<file path="config.mk">
export PLATFORM = sky130hd
export DESIGN_NAME = pic_queue
export DESIGN_NICKNAME = d
export VERILOG_FILES = /design/src/design/pic_queue.sv
export SDC_FILE = /design/constraint.sdc
export NUM_CORES = 1
export LEC_CHECK = 0
export BUFFER_PORTS_ARGS = -buffer_cell sky130_fd_sc_hd__buf_4
export CAP_MARGIN = 30
export CORE_ASPECT_RATIO = 1.4
export CORE_MARGIN = 2
export CORE_UTILIZATION = 30
export CTS_BUF_LIST = sky130_fd_sc_hd__clkbuf_2
export DETAILED_ROUTE_END_ITERATION = 7
export PLACE_DENSITY = 0.54
export SLEW_MARGIN = 20
export SYNTH_ARGS = -nofsm -noshare
export SYNTH_HDL_FRONTEND = slang
export SYNTH_SLANG_ARGS = --single-unit
</file>
<file path="constraint.sdc">
create_clock -name clk_i -period 2.3 [get_ports clk_i]
set_input_delay 0.46 -clock clk_i [delete_from_list [all_inputs] [get_ports clk_i]]
set_output_delay 0.46 -clock clk_i [all_outputs]
set_load 0.05 [all_outputs]
</file>
<file path="src/design/pic_queue.sv">
// ----------------------------------------------------------------------------
// pic_queue: command queue
// Four-entry FIFO between the front and the back.
// ----------------------------------------------------------------------------
module pic_queue #(
  parameter int WIDTH = 8
) (
  input  logic             clk_i,
  input  logic             rst_ni,
  input  logic             push_i,
  input  logic [WIDTH-1:0] din_i,
  output logic             full_o,
  input  logic             pop_i,
  output logic [WIDTH-1:0] dout_o,
  output logic             empty_o
);
  localparam int DEPTH = 4;
  localparam int PW    = $clog2(DEPTH);

  logic [WIDTH-1:0] store_q [DEPTH];
  logic [PW-1:0]    wr_ptr_q, rd_ptr_q;
  logic [PW:0]      fill_q;
  logic             do_push, do_pop;

  assign full_o  = (fill_q == (PW+1)'(DEPTH));
  assign empty_o = (fill_q == '0);
  assign dout_o  = store_q[rd_ptr_q];
  assign do_push = push_i & ~full_o;
  assign do_pop  = pop_i & ~empty_o;

  always_ff @(posedge clk_i) begin
    if (do_push) begin
      store_q[wr_ptr_q] <= din_i;
    end
  end

  always_ff @(posedge clk_i or negedge rst_ni) begin
    if (!rst_ni) begin
      wr_ptr_q <= '0;
      rd_ptr_q <= '0;
      fill_q   <= '0;
    end else begin
      if (do_push) begin
        wr_ptr_q <= wr_ptr_q + PW'(1);
      end
      if (do_pop) begin
        rd_ptr_q <= rd_ptr_q + PW'(1);
      end
      if (do_push && !do_pop) begin
        fill_q <= fill_q + (PW+1)'(1);
      end else if (do_pop && !do_push) begin
        fill_q <= fill_q - (PW+1)'(1);
      end
    end
  end

endmodule

</file>
==> metrics.cfg <==
[floorplan]
fp.dieH_um=90.1
floorplan.initialDensity=0.308
design.die.area_um2=5900
rows=31
ios=22
core_area_um2=5160
dieWidth_um=65.5

[sta]
finalSetupViolCount=0
maxSlewHeadroom=0.699
hold_viol=0
timing.clock.skew_ps=32.9
post_route_setup_tns_ps=0
rsz0062_at_grt=false
fmaxAchievable_ghz=0.461
max_slew.worst_pin.slew_ps=451
finalMaxSlewViolations=0
fin_crit_sh=0.943
period_minus_slack_ps=2170

[power_and_ir_drop]
power.density_cell_area_nw_per_um2=1390
power_report.internal_total_w=0.00162
seq_power_share=0.412
net-switching-power_w=0.00104
power.static_leakage_nw=0.710
netSwitchingFraction=0.391
power.share.combinational=0.437
vdd_drop_max_uv=481
share_clk_of_total_power=0.152

[placed_design]
dpl.hpwl_um=1740
routabilityCongestion=0.629
placed_cells=163
port_buffers=21

[clock_network]
worst_setup_hold_path_clk_slew_ps=220
cts_buffers=5
tritoncts_clock_tree=yes
cts.path.max_buffers=2
clk-insertion-delay-late_ps=380
clkSinkCount=39
post_cts.repair.setup_buffers=0
cts_root_buffer=clkbuf_2
ctsHtreeMaxLevel=2

[final_layout]
drive_gt1_frac=0.453
layout-area-overhead-vs-synth_pct=20.7
layout_commonest_cell=edfxtp_1
post_layout_nonfiller_instances=172
final_cell_mix=32 x edfxtp_1, 22 x buf_4, 8 x mux4_2, 7 x dfrtp_1
final_net_count=123
final_core_utilization=0.372
antenna_cells_inserted=0

[logic_synthesis]
synth-async-reset-ratio=0.179
mappedNetlistNets=95
synth_xor_area_frac=0.0331
synth-simple-area-share=0.0504
yosys-mux-area-fraction=0.130
synth_enable_flop_cells=32
syn_area_per_cell_um2=20.6
number_of_warning_messages_in_the_yosys_log=0
post_synth_num_cell_types=20
synth-seq-cells=39
synth_flop_cell=edfxtp_1
synth_compound_gate_area_share=0
post_synth_fa_ha_maj_area_fraction=0.0520
mappedNetlistArea_um2=1590
synth_top_family_by_area=multiplexers
syn-instance-count=77
synth.yosys.seq_area_share=0.715

[grt]
grt.overflow.total=0
grt_start_max_net_pins=14
grt_pass1_vias=784
gr-usage-all-layers=0.0943
grt_pass1_wl_um=3960
antenna_violations_before_repair=0

[flow_run]
max-cap-violations=0

[critical_path]
worst-r2r-cell-count=8
worst-r2r-setup-slack_ps=290
timing.critical_path.fanout_max=8
path_class=register to output pin
cp-end-kind=output pin
critical_path_required_ps=1840
r2r_start=fill_q[0]
start_kind=register
crit_arrival_ps=1710
r2r-end=fill_q[2]

[route]
drc_errors=0
drtPass1Iterations=3
antenna_violating_nets_left=0
detailroute.wirelength.met3_um=111
initialDrtViolationCount=9
met2WireLength_um=1260
topRoutingLayerUsed=met4
wirelength_um=2420
routedLengthMet1_um=992
via_count=731
wire_per_inst_um=14.1
vias_per_cell=4.25

[worst_hold_path]
hold_path_startpoint=din_i[4]
hp-class=input pin to register
min_delay_worst_endpoint=store_q[3][4]
whs_path_depth=1

[outcome]
status=finished, final reports clean

-- Yosys cell counts (2+ instances only) --
master,instances,share of area
xor2_1,2,0.011
edfxtp_1,32,0.60
and2_2,4,0.019
xnor2_1,4,0.022
ha_1,5,0.039
mux4_2,8,0.11
inv_1,3,0.0071
dfrtp_1,7,0.11
-- routing by layer --
metal / vias to the layer above / global-route usage
met3: 5 / 0.0313
met5: - / 0
li1: 344 / -
met4: 0 / 0.0521
met2: 17 / 0.158
met1: 365 / 0.102
-- power by group through the flow --
stage / combinational (W) / clock, W / sequential [W]
floorplan: 0.000931 / 0 / 0.00105
global placement: 0.00117 / 0 / 0.00111
detailed placement: 0.00119 / 0 / 0.00112
CTS: 0.00119 / 0.000424 / 0.00110
global route: 0.00124 / 0.000450 / 0.00112
finish: 0.00116 / 0.000404 / 0.00110
-- through the flow --
step	hold slack, ps	worst slack (ps)	power (W)	instance area, µm²
finish	255	132	0.00267	1920
global route	195	14.7	0.00281	1920
CTS	223	16.0	0.00272	1910
detailed placement	284	276	0.00230	1840
global placement	281	380	0.00228	1840
floorplan	164	8.02	0.00198	1600
-- layout make-up --
class / instances / area (µm²)
Clock inverter: 3 / 43.8
Timing Repair Buffer: 24 / 186
Clock buffer: 5 / 25.0
Tap cell: 66 / 82.6
Sequential cell: 39 / 1140
Multi-Input combinational cell: 32 / 433
Fill cell: 497 / 3240
Inverter: 3 / 11.3
-- worst max path at each step --
stage / endpoint / cells after the start / from
finish: dout_o[2] / 3 / rd_ptr_q[0]
global placement: fill_q[2] / 8 / fill_q[0]
floorplan: fill_q[1] / 7 / fill_q[0]
CTS: dout_o[2] / 3 / rd_ptr_q[0]
global route: dout_o[0] / 3 / rd_ptr_q[0]
detailed placement: fill_q[2] / 8 / fill_q[0]
-- timing repair --
action,CTS,global route
setup endpoints to repair,0,8
hold endpoints to repair,7,0
resized for setup,0,1
hold buffers,1,0
-- cell families after synthesis --
group                    count (synthesis)
flip-flops                              39
multiplexers                            10
AND/OR/NAND/NOR                         10
XOR/XNOR                                 6
buffers and inverters                    6
adder cells (fa/ha/maj)                  6
-- flip-flops by register name, summed over array words and instances, names as in the netlist --
signal	cells
wr_ptr_q	2
rd_ptr_q	2
store_q	32
fill_q	3
-- worst max-delay path: stages, from the launching register on --
cell and delay, ps:
dfrtp_1 440, buf_6 190, mux4_2 520, buf_4 210
(Power assumes the default switching activity.)
