==> config.mk <==
export PLATFORM = sky130hd
export DESIGN_NAME = pic_front
export DESIGN_NICKNAME = d
export VERILOG_FILES = /design/src/design/pic_pkg.sv /design/src/design/pic_front.sv
export SDC_FILE = /design/constraint.sdc
export NUM_CORES = 1
export LEC_CHECK = 0
export ABC_AREA = 1
export BUFFER_PORTS_ARGS = -buffer_cell sky130_fd_sc_hd__buf_4
export CORE_ASPECT_RATIO = 0.9
export CORE_MARGIN = 2
export CORE_UTILIZATION = 36
export CTS_CLUSTER_SIZE = 12
export DETAILED_ROUTE_END_ITERATION = 16
export PLACE_DENSITY = 0.75
export SETUP_SLACK_MARGIN = 0.4
export SYNTH_ARGS = -nofsm -noshare
export SYNTH_HDL_FRONTEND = slang
export SYNTH_SLANG_ARGS = --single-unit
==> constraint.sdc <==
create_clock -name clk_i -period 1.2 [get_ports clk_i]
set_input_delay 0.24 -clock clk_i [delete_from_list [all_inputs] [get_ports clk_i]]
set_output_delay 0.24 -clock clk_i [all_outputs]
set_load 0.1 [all_outputs]
==> src/design/pic_pkg.sv <==
// ----------------------------------------------------------------------------
// pic_pkg: shared types and constants for the inversion counter
// Field widths, count saturation limit and the front-to-back command beat.
// ----------------------------------------------------------------------------
package pic_pkg;

  localparam int VAL_W   = 10;
  localparam int COUNT_W = 19;

  localparam logic [COUNT_W-1:0] COUNT_MAX = {COUNT_W{1'b1}};

  // One classified input beat, as handed from the front to the back.
  typedef struct packed {
    logic [VAL_W-1:0] first_value;
    logic [VAL_W-1:0] second_value;
    logic             map_we;   // sequence not full, first value in range: record its position
    logic             seq_we;   // sequence not full: store the second value
    logic             is_last;  // close the sequence and start the count
  } cmd_t;

endpackage

==> src/design/pic_front.sv <==
// ----------------------------------------------------------------------------
// pic_front: input classifier
// Tracks the pair index, flags range and overflow cases, pushes commands.
// ----------------------------------------------------------------------------
module pic_front #(
  parameter int MAX_LENGTH = 1024,
  parameter int CW         = $clog2(MAX_LENGTH + 1)
) (
  input  logic                        clk_i,
  input  logic                        rst_ni,
  input  logic                        in_valid_i,
  output logic                        in_stall_o,
  input  logic [pic_pkg::VAL_W-1:0]   first_value_i,
  input  logic [pic_pkg::VAL_W-1:0]   second_value_i,
  input  logic                        is_last_i,
  input  logic                        q_full_i,
  output logic                        q_push_o,
  output pic_pkg::cmd_t               cmd_o,
  output logic [CW-1:0]               idx_o
);
  import pic_pkg::*;

  logic [CW-1:0] count_q, count_d;
  logic          seq_we;

  assign in_stall_o = q_full_i;
  assign q_push_o   = in_valid_i & ~q_full_i;

  assign seq_we = (32'(count_q) < MAX_LENGTH);

  always_comb begin
    cmd_o.first_value  = first_value_i;
    cmd_o.second_value = second_value_i;
    cmd_o.seq_we       = seq_we;
    cmd_o.map_we       = seq_we & (32'(first_value_i) < MAX_LENGTH);
    cmd_o.is_last      = is_last_i;
  end

  assign idx_o = count_q;

  always_comb begin
    count_d = count_q;
    if (q_push_o) begin
      if (is_last_i) begin
        count_d = '0;
      end else if (seq_we) begin
        count_d = count_q + CW'(1);
      end
    end
  end

  always_ff @(posedge clk_i or negedge rst_ni) begin
    if (!rst_ni) begin
      count_q <= '0;
    end else begin
      count_q <= count_d;
    end
  end

endmodule

==> results.json <==
{
  "dp_hpwl_um": 1390,
  "max_slew_margin_pct": 81.4,
  "grt_max_degree": 12,
  "cts_root_buf": "clkbuf_4",
  "fin_crit_ns": 1.30,
  "worstPathMaxFanout": 4,
  "internal_power_uw": 822,
  "htree_levels": 1,
  "p_sw_uw": 667,
  "final_cell_mix": "nand2_1, buf_12, buf_4",
  "clk_pin_slew_ns": 0.08,
  "yosys_register_bits": 11,
  "numCtsBuffers": 3,
  "synthCells": 115,
  "cts_buffer_depth": 2,
  "worstMarginPinSlew_ns": 0.282,
  "cp-end-kind": "primary output",
  "fin_ws_ns": -0.104,
  "finalSetupViolCount": 12,
  "drt-vias-per-instance": 5.11,
  "grt_antenna_before_repair": 0,
  "multi_input_area_um2": 430,
  "ant_nets": 0,
  "routed_wirelength_um": 2460,
  "final_hold_viol_count": 0,
  "vias": 802,
  "start_kind": "flop",
  "largest_register_ffs": 11,
  "antenna-diode-count": 0,
  "total_power_mw": 1.49,
  "seq_area_frac_synth_pct": 33.1,
  "detail_route.wl_per_cell_um": 15.7,
  "clk_latency_ns": 0.27,
  "portBuffers": 20,
  "netSwitchingFraction_pct": 44.8,
  "hold_path_class": "in -> reg",
  "timing.hold.ws_ns": 0.267,
  "nFillCells": 161,
  "final_cells": 157,
  "initial_core_util_pct": 38.1,
  "fp.dieArea_um2": 2710,
  "yosys_warnings": 0,
  "maxSlewViolCount": 0,
  "grtUsageTotal_pct": 18.9,
  "grt_pass1_wl_um": 3580,
  "power_frac_clock_pct": 17.9,
  "syn-cell-area_um2": 832,
  "synth_cell_types": 18,
  "drtPass1Iterations": 4,
  "min_from": "is_last_i",
  "seqCellArea_um2": 317,
  "fmax_mhz": 767,
  "peakVddDrop_mv": 1.44,
  "die_h_um": 49.6,
  "reg2reg_to": "idx_o[9]",
  "syn_nets": 141,
  "powerDensity_nw_per_um2": 1080,
  "rsz0062_at_grt": "yes",
  "worstRegToRegCells": 8,
  "pwr-share-comb_pct": 47.9,
  "regToRegStartpoint": "idx_o[10]",
  "arrival_ns": 1.06,
  "seqPwrFrac_pct": 34.2,
  "p_leak_nw": 0.571,
  "syn_area_per_cell_um2": 7.24,
  "required_ns": 0.96,
  "min_period_over_period_pct": 109,
  "status": "finished with violations",
  "crit_path_end": "cmd_o[2]",
  "die_w_um": 54.7,
  "r2r_slack_ns": -0.05,
  "coreArea_um2": 2180,
  "syn2layout_area_growth_pct": 66.2,
  "rows": 16,
  "crit_start": "idx_o[10]",
  "cts.sinks": 11,
  "dp_cells": 137,
  "violations": "setup timing",
  "grt_overflow": 0,
  "cts_tree": "done",
  "drv_cap": 0,
  "first_iter_violations": 25,
  "fin_skew_ns": 0.00257,
  "first_global_vias": 794,
  "nets": 157,
  "critPathKind": "reg -> out",
  "routabilityCongestion": 0.832,
  "drc": 0,
  "io_pins": 61,
  "drive_gt1_share_pct": 62.3
}
power groups by stage:
stage / Sequential, mW / Combinational [mW] / Clock [mW]
2_1_floorplan: 0.727 / 0.473 / 0
3_3_place_gp: 0.488 / 0.501 / 0
3_5_place_dp: 0.488 / 0.504 / 0
4_1_cts: 0.497 / 0.655 / 0.267
5_1_grt: 0.516 / 0.740 / 0.298
6_report: 0.509 / 0.713 / 0.267
worst min path at each step:
stage	end	slack (ns)	cells past startpoint
6_report	idx_o[0]	0.27	3
5_1_grt	idx_o[0]	0.26	3
4_1_cts	idx_o[0]	0.29	3
3_5_place_dp	idx_o[9]	0.09	1
3_3_place_gp	idx_o[9]	0.09	1
2_1_floorplan	idx_o[0]	-0.06	0
cells by family (layout without fill, tap and decap cells):
kind of cell               count (synthesis)  after routing  share of synthesized area (%)
buffers and inverters                     38             53                           28.9
and+or+nand+nor                           55             55                           29.9
adders and majority gates                  1              1                           1.50
DFF                                       11             11                           33.1
AOI/OAI and AO/OA                         10             10                           6.62
final cells by class:
class / instances / share of cell area, %
tap: 27 / 2.44
clock buffer: 4 / 1.90
sequential: 11 / 22.9
timing repair buffer: 36 / 36.2
inverter: 13 / 5.43
multi-input combinational: 66 / 31.1
timing repair:
action | 4_1_cts | 5_1_grt
gates resized for setup | 53 | 22
gates cloned | 0 | 0
buffers inserted | 12 | 3
hold endpoints to repair | 11 | 0
setup endpoints to repair | 27 | 25
hold buffers | 1 | 0
pin swaps | 4 | 2
cell usage after synthesis:
cell type   n  share of area (%)
a21boi_1    1               0.90
a21oi_1     4                2.4
buf_4      24                 22
buf_6       1                1.4
dfrtp_1    11                 33
ha_1        1                1.5
inv_1      12                5.4
inv_2       1               0.45
nand2_1    26                 12
nand2_2     1               0.75
nand3_1     9                5.4
nand4_1     4                3.0
nor2_1     11                5.0
nor2_2      2                1.5
nor2_4      1                1.4
nor3_2      1                1.2
o21a_1      1               0.90
o21ai_0     4                2.4
per-stage QoR:
step                      util (%)  area, µm²  TNS [ns]  worst slack, ns
final                         63.4       1380    -0.498           -0.104
after global routing          63.4       1380     -1.25           -0.142
after CTS                     58.7       1280    -0.400          -0.0921
after detailed placement      42.7        932   -0.0779          -0.0443
after global placement        42.7        932         0           0.0156
after floorplan                  -        940    -0.839          -0.0953
routing by layer:
| layer | vias up | wire length [µm] | global-route usage (%) |
|---|---|---|---|
| li1 | 370 | - | - |
| met1 | 375 | 883 | 23.1 |
| met2 | 42 | 1260 | 27.8 |
| met3 | 15 | 206 | 6.36 |
| met4 | 0 | 116 | 11.3 |
| met5 | - | 0 | 0 |
worst max-delay path, cell delays in order, from the launching register on:
cell	delay, ns
dfrtp_4	0.51
inv_6	0.10
buf_12	0.18
Note: power is estimated with default switching activity, not from simulation.
